`src/packet_fifo_dedup_count_core_defines.svh`:
```
// Assertion macros shared by the packet FIFO core.
// No dependencies; included by the top level only.
`ifndef PACKET_FIFO_DEDUP_COUNT_CORE_DEFINES_SVH
`define PACKET_FIFO_DEDUP_COUNT_CORE_DEFINES_SVH

// Checks that an antecedent implies a consequent in the same cycle.
`define PFDC_ASSERT_IMP(lbl, ante, cons, msg) \
	lbl: assert property (@(posedge clk) disable iff (!arst_n) (ante) |-> (cons)) \
		else $error(msg);

// Checks that a condition never holds.
`define PFDC_ASSERT_NEVER(lbl, cond, msg) \
	lbl: assert property (@(posedge clk) disable iff (!arst_n) !(cond)) \
		else $error(msg);

`endif

```
`src/pfdc_pkg.sv`:
```
// Shared types and constants of the packet FIFO core.
// No dependencies.
package pfdc_pkg;

	localparam int unsigned DepthDefault    = 256;
	localparam int unsigned IdBitsDefault   = 16;
	localparam int unsigned TimeBitsDefault = 32;
	localparam int unsigned LimitBits       = 9;
	localparam int unsigned CountBits       = 9;
	localparam logic [LimitBits-1:0] LimitReset = 9'd256;

	typedef enum logic [1:0] {
		OP_ADD = 2'd0,
		OP_FWD = 2'd1,
		OP_CNT = 2'd2,
		OP_NOP = 2'd3
	} op_t;

	typedef struct packed {
		logic idle;
		logic finishing;
	} back_status_t;

endpackage

```
`src/pfdc_front.sv`:
```
// Front end: accepts requests, decodes the command and buffers them in a two entry queue.
// Depends on pfdc_pkg.
module pfdc_front #(
	parameter int unsigned ID_BITS   = pfdc_pkg::IdBitsDefault,
	parameter int unsigned TIME_BITS = pfdc_pkg::TimeBitsDefault
) (
	input  logic                 clk,
	input  logic                 arst_n,
	input  logic                 in_valid,
	output logic                 in_ready,
	input  logic [1:0]           command,
	input  logic [ID_BITS-1:0]   source,
	input  logic [ID_BITS-1:0]   destination,
	input  logic [TIME_BITS-1:0] timestamp,
	input  logic [TIME_BITS-1:0] range_start,
	input  logic [TIME_BITS-1:0] range_end,
	output logic                 q_valid,
	input  logic                 q_ready,
	output pfdc_pkg::op_t        q_op,
	output logic                 q_range_empty,
	output logic [ID_BITS-1:0]   q_source,
	output logic [ID_BITS-1:0]   q_destination,
	output logic [TIME_BITS-1:0] q_timestamp,
	output logic [TIME_BITS-1:0] q_range_start,
	output logic [TIME_BITS-1:0] q_range_end
);
	import pfdc_pkg::*;

	op_t                  op_q    [2];
	logic                 empty_q [2];
	logic [ID_BITS-1:0]   src_q   [2];
	logic [ID_BITS-1:0]   dst_q   [2];
	logic [TIME_BITS-1:0] ts_q    [2];
	logic [TIME_BITS-1:0] lo_q    [2];
	logic [TIME_BITS-1:0] hi_q    [2];
	logic                 wr_ptr_q;
	logic                 rd_ptr_q;
	logic [1:0]           count_q;
	logic                 push;
	logic                 pop;
	op_t                  op_dec;

	always_comb begin
		case (command)
			OP_ADD:  op_dec = OP_ADD;
			OP_FWD:  op_dec = OP_FWD;
			OP_CNT:  op_dec = OP_CNT;
			default: op_dec = OP_NOP;
		endcase
	end

	assign in_ready = (count_q != 2'd2);
	assign push     = in_valid && in_ready;
	assign q_valid  = (count_q != 2'd0);
	assign pop      = q_valid && q_ready;

	assign q_op          = op_q[rd_ptr_q];
	assign q_range_empty = empty_q[rd_ptr_q];
	assign q_source      = src_q[rd_ptr_q];
	assign q_destination = dst_q[rd_ptr_q];
	assign q_timestamp   = ts_q[rd_ptr_q];
	assign q_range_start = lo_q[rd_ptr_q];
	assign q_range_end   = hi_q[rd_ptr_q];

	always_ff @(posedge clk) begin
		if (push) begin
			op_q[wr_ptr_q]    <= op_dec;
			empty_q[wr_ptr_q] <= (range_start > range_end);
			src_q[wr_ptr_q]   <= source;
			dst_q[wr_ptr_q]   <= destination;
			ts_q[wr_ptr_q]    <= timestamp;
			lo_q[wr_ptr_q]    <= range_start;
			hi_q[wr_ptr_q]    <= range_end;
		end
	end

	always_ff @(posedge clk or negedge arst_n) begin
		if (!arst_n) begin
			wr_ptr_q <= 1'b0;
			rd_ptr_q <= 1'b0;
			count_q  <= 2'd0;
		end else begin
			if (push) begin
				wr_ptr_q <= ~wr_ptr_q;
			end
			if (pop) begin
				rd_ptr_q <= ~rd_ptr_q;
			end
			if (push && !pop) begin
				count_q <= count_q + 2'd1;
			end else if (pop && !push) begin
				count_q <= count_q - 2'd1;
			end
		end
	end

endmodule

```
`config.mk`:
```
export PLATFORM = sky130hd
export DESIGN_NAME = pfdc_front
export DESIGN_NICKNAME = d
export VERILOG_FILES = /design/src/packet_fifo_dedup_count_core_defines.svh /design/src/pfdc_pkg.sv /design/src/pfdc_front.sv
export SDC_FILE = /design/constraint.sdc
export NUM_CORES = 1
export LEC_CHECK = 0
export ABC_AREA = 1
export BUFFER_PORTS_ARGS = -buffer_cell sky130_fd_sc_hd__buf_2
export CAP_MARGIN = 15
export CORE_MARGIN = 2
export CORE_UTILIZATION = 45
export CTS_CLUSTER_DIAMETER = 120
export CTS_CLUSTER_SIZE = 25
export DETAILED_ROUTE_END_ITERATION = 8
export GPL_ROUTABILITY_DRIVEN = 0
export PLACE_DENSITY = 0.76
export SYNTH_ARGS = -nofsm -noshare
export SYNTH_HDL_FRONTEND = slang
export SYNTH_SLANG_ARGS = --single-unit
```
`constraint.sdc`:
```
create_clock -name clk -period 17.89 [get_ports clk]
set_input_delay 2.6835 -clock clk [delete_from_list [all_inputs] [get_ports clk]]
set_output_delay 2.6835 -clock clk [all_outputs]
set_load 0.005 [all_outputs]
```
Yosys cells after proc, flatten, opt, wreduce, memory -nomap -nowiden:

Memory sizes are Yosys's and may differ from the RTL's.
Index checks and enable logic that the tools add are counted.

* order comparisons: 1
* divide/modulo/power cells: 0
* eq/ne operators: 3
* multiplexer cells: 5
* $add $sub $neg: 2
* shift operators: 0
* $mul: 0
* bitwise operators: 2
* reduce and logical (&&, ||, !) cells: 9

Operators with widths (number)
* $gt 32x32->1: 1
* $pmux 2 s3: 1
* $logic_and 1x1->1: 4
* $mux 2: 2
* $reduce_bool 2->1: 2
* $add 2x1->2 const B: 1
* $eq 2x1->1 const B: 1
* $eq 2x2->1 const B: 1
* $logic_not 1->1: 2
* $logic_not 2->1: 1
* $mux 1: 2
* $ne 2x2->1 const B: 1
* $not 1->1: 2
* $sub 2x1->2 const B: 1

* memories kept: 7
* memory bits (read-only): 0
* latch bits: 0
* register bits: 4
* RAM bits: 262
* word-level logic and storage cells: 32
* output and inout bits: 133
* bits of input ports: 134

Memories
* hi_q: depth 2, bits a word 32, rd ports 1, clocked after Yosys merged registers in 0, wr ports 1, line pfdc_front.sv:35 `logic [TIME_BITS-1:0] hi_q [2];`
* lo_q: depth 2, bits a word 32, rd ports 1, clocked after Yosys merged registers in 0, wr ports 1, line pfdc_front.sv:34 `logic [TIME_BITS-1:0] lo_q [2];`
* ts_q: depth 2, bits a word 32, rd ports 1, clocked after Yosys merged registers in 0, wr ports 1, line pfdc_front.sv:33 `logic [TIME_BITS-1:0] ts_q [2];`
* dst_q: depth 2, bits a word 16, rd ports 1, clocked after Yosys merged registers in 0, wr ports 1, line pfdc_front.sv:32 `logic [ID_BITS-1:0] dst_q [2];`
* src_q: depth 2, bits a word 16, rd ports 1, clocked after Yosys merged registers in 0, wr ports 1, line pfdc_front.sv:31 `logic [ID_BITS-1:0] src_q [2];`
* op_q: depth 2, bits a word 2, rd ports 1, clocked after Yosys merged registers in 0, wr ports 1, line pfdc_front.sv:29 `op_t op_q [2];`
* +1 memories

Depth between registers and ports, before layout:

* depth in word-level cells: 6
* depth in mapped cells: 13
* mapped depth without buffers: 13

Worst setup path after synthesis:

Ideal clock, no wire load.

* path type: input to register
* start point: in in_valid
* end point: mem dst_q[1][0] (netlist bit), enable pin
* data arrival time: 8.234 ns
* cell stages on the path: 2
* path buffers: 0
* required time: 17.266 ns
* setup time: 0.624 ns
* setup slack: 9.032 ns
* cell sequence: nand2_1 -> nor2_1

* cells in the longest elaborated chain, start to end: 3

RTL lines
* start: declaration: line pfdc_front.sv:9 `input logic in_valid,`
* $logic_and 1x1->1: line pfdc_front.sv:53 `assign push = in_valid && in_ready;`
* $mux 1: line pfdc_front.sv:66 `if (push) begin`
* $mux 1 (not written as such): line pfdc_front.sv:70 `dst_q[wr_ptr_q] <= destination;`
* end: declaration: line pfdc_front.sv:32

Every way passes these cells.

Worst setup path in the final report:

* start point: reg rd_ptr_q
* end point: out q_timestamp[31]

* cells in the longest elaborated chain, start to end: 1

RTL lines
* start: declaration: line pfdc_front.sv:37 `logic rd_ptr_q;`
* start signal: assignment: line pfdc_front.sv:87 `rd_ptr_q <= ~rd_ptr_q;`
* $mem_v2 2x32
* end: declaration: line pfdc_front.sv:23 `output logic [TIME_BITS-1:0] q_timestamp,`

Every way passes these cells.

==> flow_metrics.tcl <==
set metrics [dict create \
    outcome "finished, final reports clean" \
    die-area_um2 24900 \
    gr-total-overflow 0 \
    relSlewSlack_pct 21.6 \
    finClkSkew_ps 23.6 \
    cp_common_cell "nand2_1" \
    numCtsBuffers 14 \
    syn_nets 1016 \
    drive_gt1_share_pct 26.8 \
    cpMaxStageDelayCell "buf_4" \
    grt_pass1_wl_um 33200 \
    synth_edf_count 262 \
    slowest_delay_ps 940 \
    vdd_ir_drop_max_mv 0.0980 \
    cts_tree "built" \
    synth.top_cells.by_count "nand2_1, edfxtp_1, inv_1, ha_1, buf_2" \
    clk_path_buf_depth 3 \
    ys_seq_elements 266 \
    hpwl_um 14500 \
    wire_per_inst_um 15.4 \
    final_cell_area_um2 12600 \
    grt_use_total_pct 17.0 \
    nets 1273 \
    path_buf_inv 3 \
    vias_per_cell 4.71 \
    clock_latency_ps 490 \
    htreeDepth 1 \
    crit_required_ps 15210 \
    fin_crit_ps 5680 \
    yosys.cell_types.count 24 \
    clockRootBuffer "clkbuf_16" \
    synthesis.area_um2 10600 \
    dieHeight_um 158 \
    synth-seq-area-share_pct 75.0 \
    crit_chain "inv_4 > buf_4 > nand2_1 > nand2_1 > buf_2" \
    antenna_found_initial 2 \
    synth-main-ff-cell "edfxtp_1" \
    hold_buffers 0 \
    cp-start-kind "flop" \
    grt_pass1_vias 6641 \
    syn_area_per_cell_um2 12.5 \
    rows 56 \
    ant_nets 0 \
    drt_iter0_markers 406 \
    total_power_uw 1810 \
    cp-end-kind "output port" \
    fin_crit_sh_pct 31.8 \
    finalNonFillerCells 1430 \
    critical_path.top_delay_family "buffers and inverters" \
    synth_top_cell_area_share_pct 74.0 \
    vias 6734 \
    async_flop_share_pct 1.50 \
    worst_pin_slew_ps 1180 \
    crit_fanout 105 \
    hold_viol 0 \
    cts_setup_buffers 0 \
    pin_count 267 \
    dp.cells 1409 \
    cts.sinks 266 \
    maxCapViolations 0 \
    synthDominantAreaCellType "edfxtp_1" \
    leakagePower_uw 0.00559 \
    grt_max_degree 106 \
    slew_violations 0 \
    rsz0062_at_grt "false" \
    crit_arrival_ps 3000 \
    postPlaceCellArea_um2 12200 \
    synthCells 849 \
    finalSetupViolations 0 \
    drt-total-wl_um 22000 \
    port_buffers 266 \
    hold_path.class "reg2reg" \
    fmax_mhz 176 \
    drc 0 \
    crit_type "reg2out" \
    yosysMostFrequentCell "nand2_1" \
    dr.pass1.iters 4 \
    core_area_um2 23300 \
    path_clk_slew_ps 90 \
    fin_util_pct 54.0 \
    yosysWarnings 0 \
    synth_area_leaders "edfxtp_1, nand2_1, ha_1" \
    power_density_nw_per_um2 144 \
    cts_resized 0 \
    syn2layout_area_growth_pct 18.7 \
    start_util_pct 45.5 \
    die_w_um 158 \
    timing.setup.tns_ps 0 \
]
[per-stage QoR]
| stage | hold slack (ps) | setup WS (ps) |
|---|---|---|
| final | 485 | 12210 |
| after global routing | 504 | 11990 |
| after CTS | 482 | 12160 |
| after detailed placement | 464 | 12680 |
| after global placement | 461 | 12740 |
| after floorplan | 446 | 9030 |
[routing by layer]
layer  part of all wire (%)  track usage, %  wire length [µm]  vias up
met5                      0               0                 0        -
met4                    1.8            4.03               391        0
met3                    7.6            4.16              1680       30
met2                     49            29.9             10800      213
met1                     41            21.1              9140     3161
li1                       -               -                 -     3330
[cell type report]
type | count | area (µm²)
tap | 319 | 399
clock inverter | 1 | 11.3
timing repair buffer | 272 | 1380
inverter | 44 | 168
antenna | 2 | 5.00
multi-input combinational | 508 | 2290
clock buffer | 18 | 387
fill | 1990 | 10700
sequential | 266 | 7970
[cell families (layout without fill, tap and decap cells)]
| family | Yosys count | in the layout | synth area share, % |
|---|---|---|---|
| AOI/OAI and AO/OA | 22 | 22 | 1.11 |
| xor gates and xnor gates | 3 | 3 | 0.247 |
| adders and majority gates | 33 | 33 | 3.89 |
| buffers and inverters | 75 | 335 | 3.59 |
| DFF | 266 | 266 | 75.0 |
| other | 0 | 2 | 0 |
| and+or+nand+nor | 450 | 450 | 16.2 |
[placed cells by master, fill, tap and decap left out]
cell and count:
dfrtp_1 3, o21ai_0 3, nand3_1 3, nand2_1 429, xnor2_1 1, clkbuf_1 3, buf_4 6, nor2_2 2
a21oi_1 16, inv_4 1, buf_2 266, ha_1 33, inv_1 43, nor2_4 2, nor3_1 1, nand2_2 1
inv_8 1, clkbuf_16 15, nor3_2 1, nand4_1 1, a21o_1 1, nand4_2 1, o21a_1 2, dfrtp_4 1
xor2_1 2, diode_2 2, nor2_1 9, edfxtp_1 262
[flip-flops by register name, indices dropped and copies added (netlist names)]
name and flops:
hi_q 64, lo_q 64, ts_q 64, dst_q 32, src_q 32, op_q 4, count_q 2, empty_q 2
rd_ptr_q 1, wr_ptr_q 1
[path summary, 6_finish.rpt]
path                                         from                      to  slack (ps)  cells after the start
setup / recovery             rd_ptr_q$_DFFE_PN0P_         q_timestamp[31]       12210                      5
max in group asynchronous                  arst_n    rd_ptr_q$_DFFE_PN0P_       15750                      1
hold / removal             count_q[0]$_DFFE_PN0P_  count_q[0]$_DFFE_PN0P_         490                      1
hold reg to reg            count_q[0]$_DFFE_PN0P_  count_q[0]$_DFFE_PN0P_         490                      1
min in group asynchronous                  arst_n    wr_ptr_q$_DFFE_PN0P_        1990                      1
setup reg to reg           count_q[0]$_DFFE_PN0P_   lo_q[1][17]$_DFFE_PP_       15840                      5
[report_power, final]
part | switching, µW | internal [µW] | total (µW) | leakage [µW]
logic | 366 | 204 | 570 | 0.00292
registers | 54.7 | 851 | 905 | 0.00248
clock network | 182 | 154 | 337 | 0.000194
No activity file was read; power rests on OpenSTA's default activity.
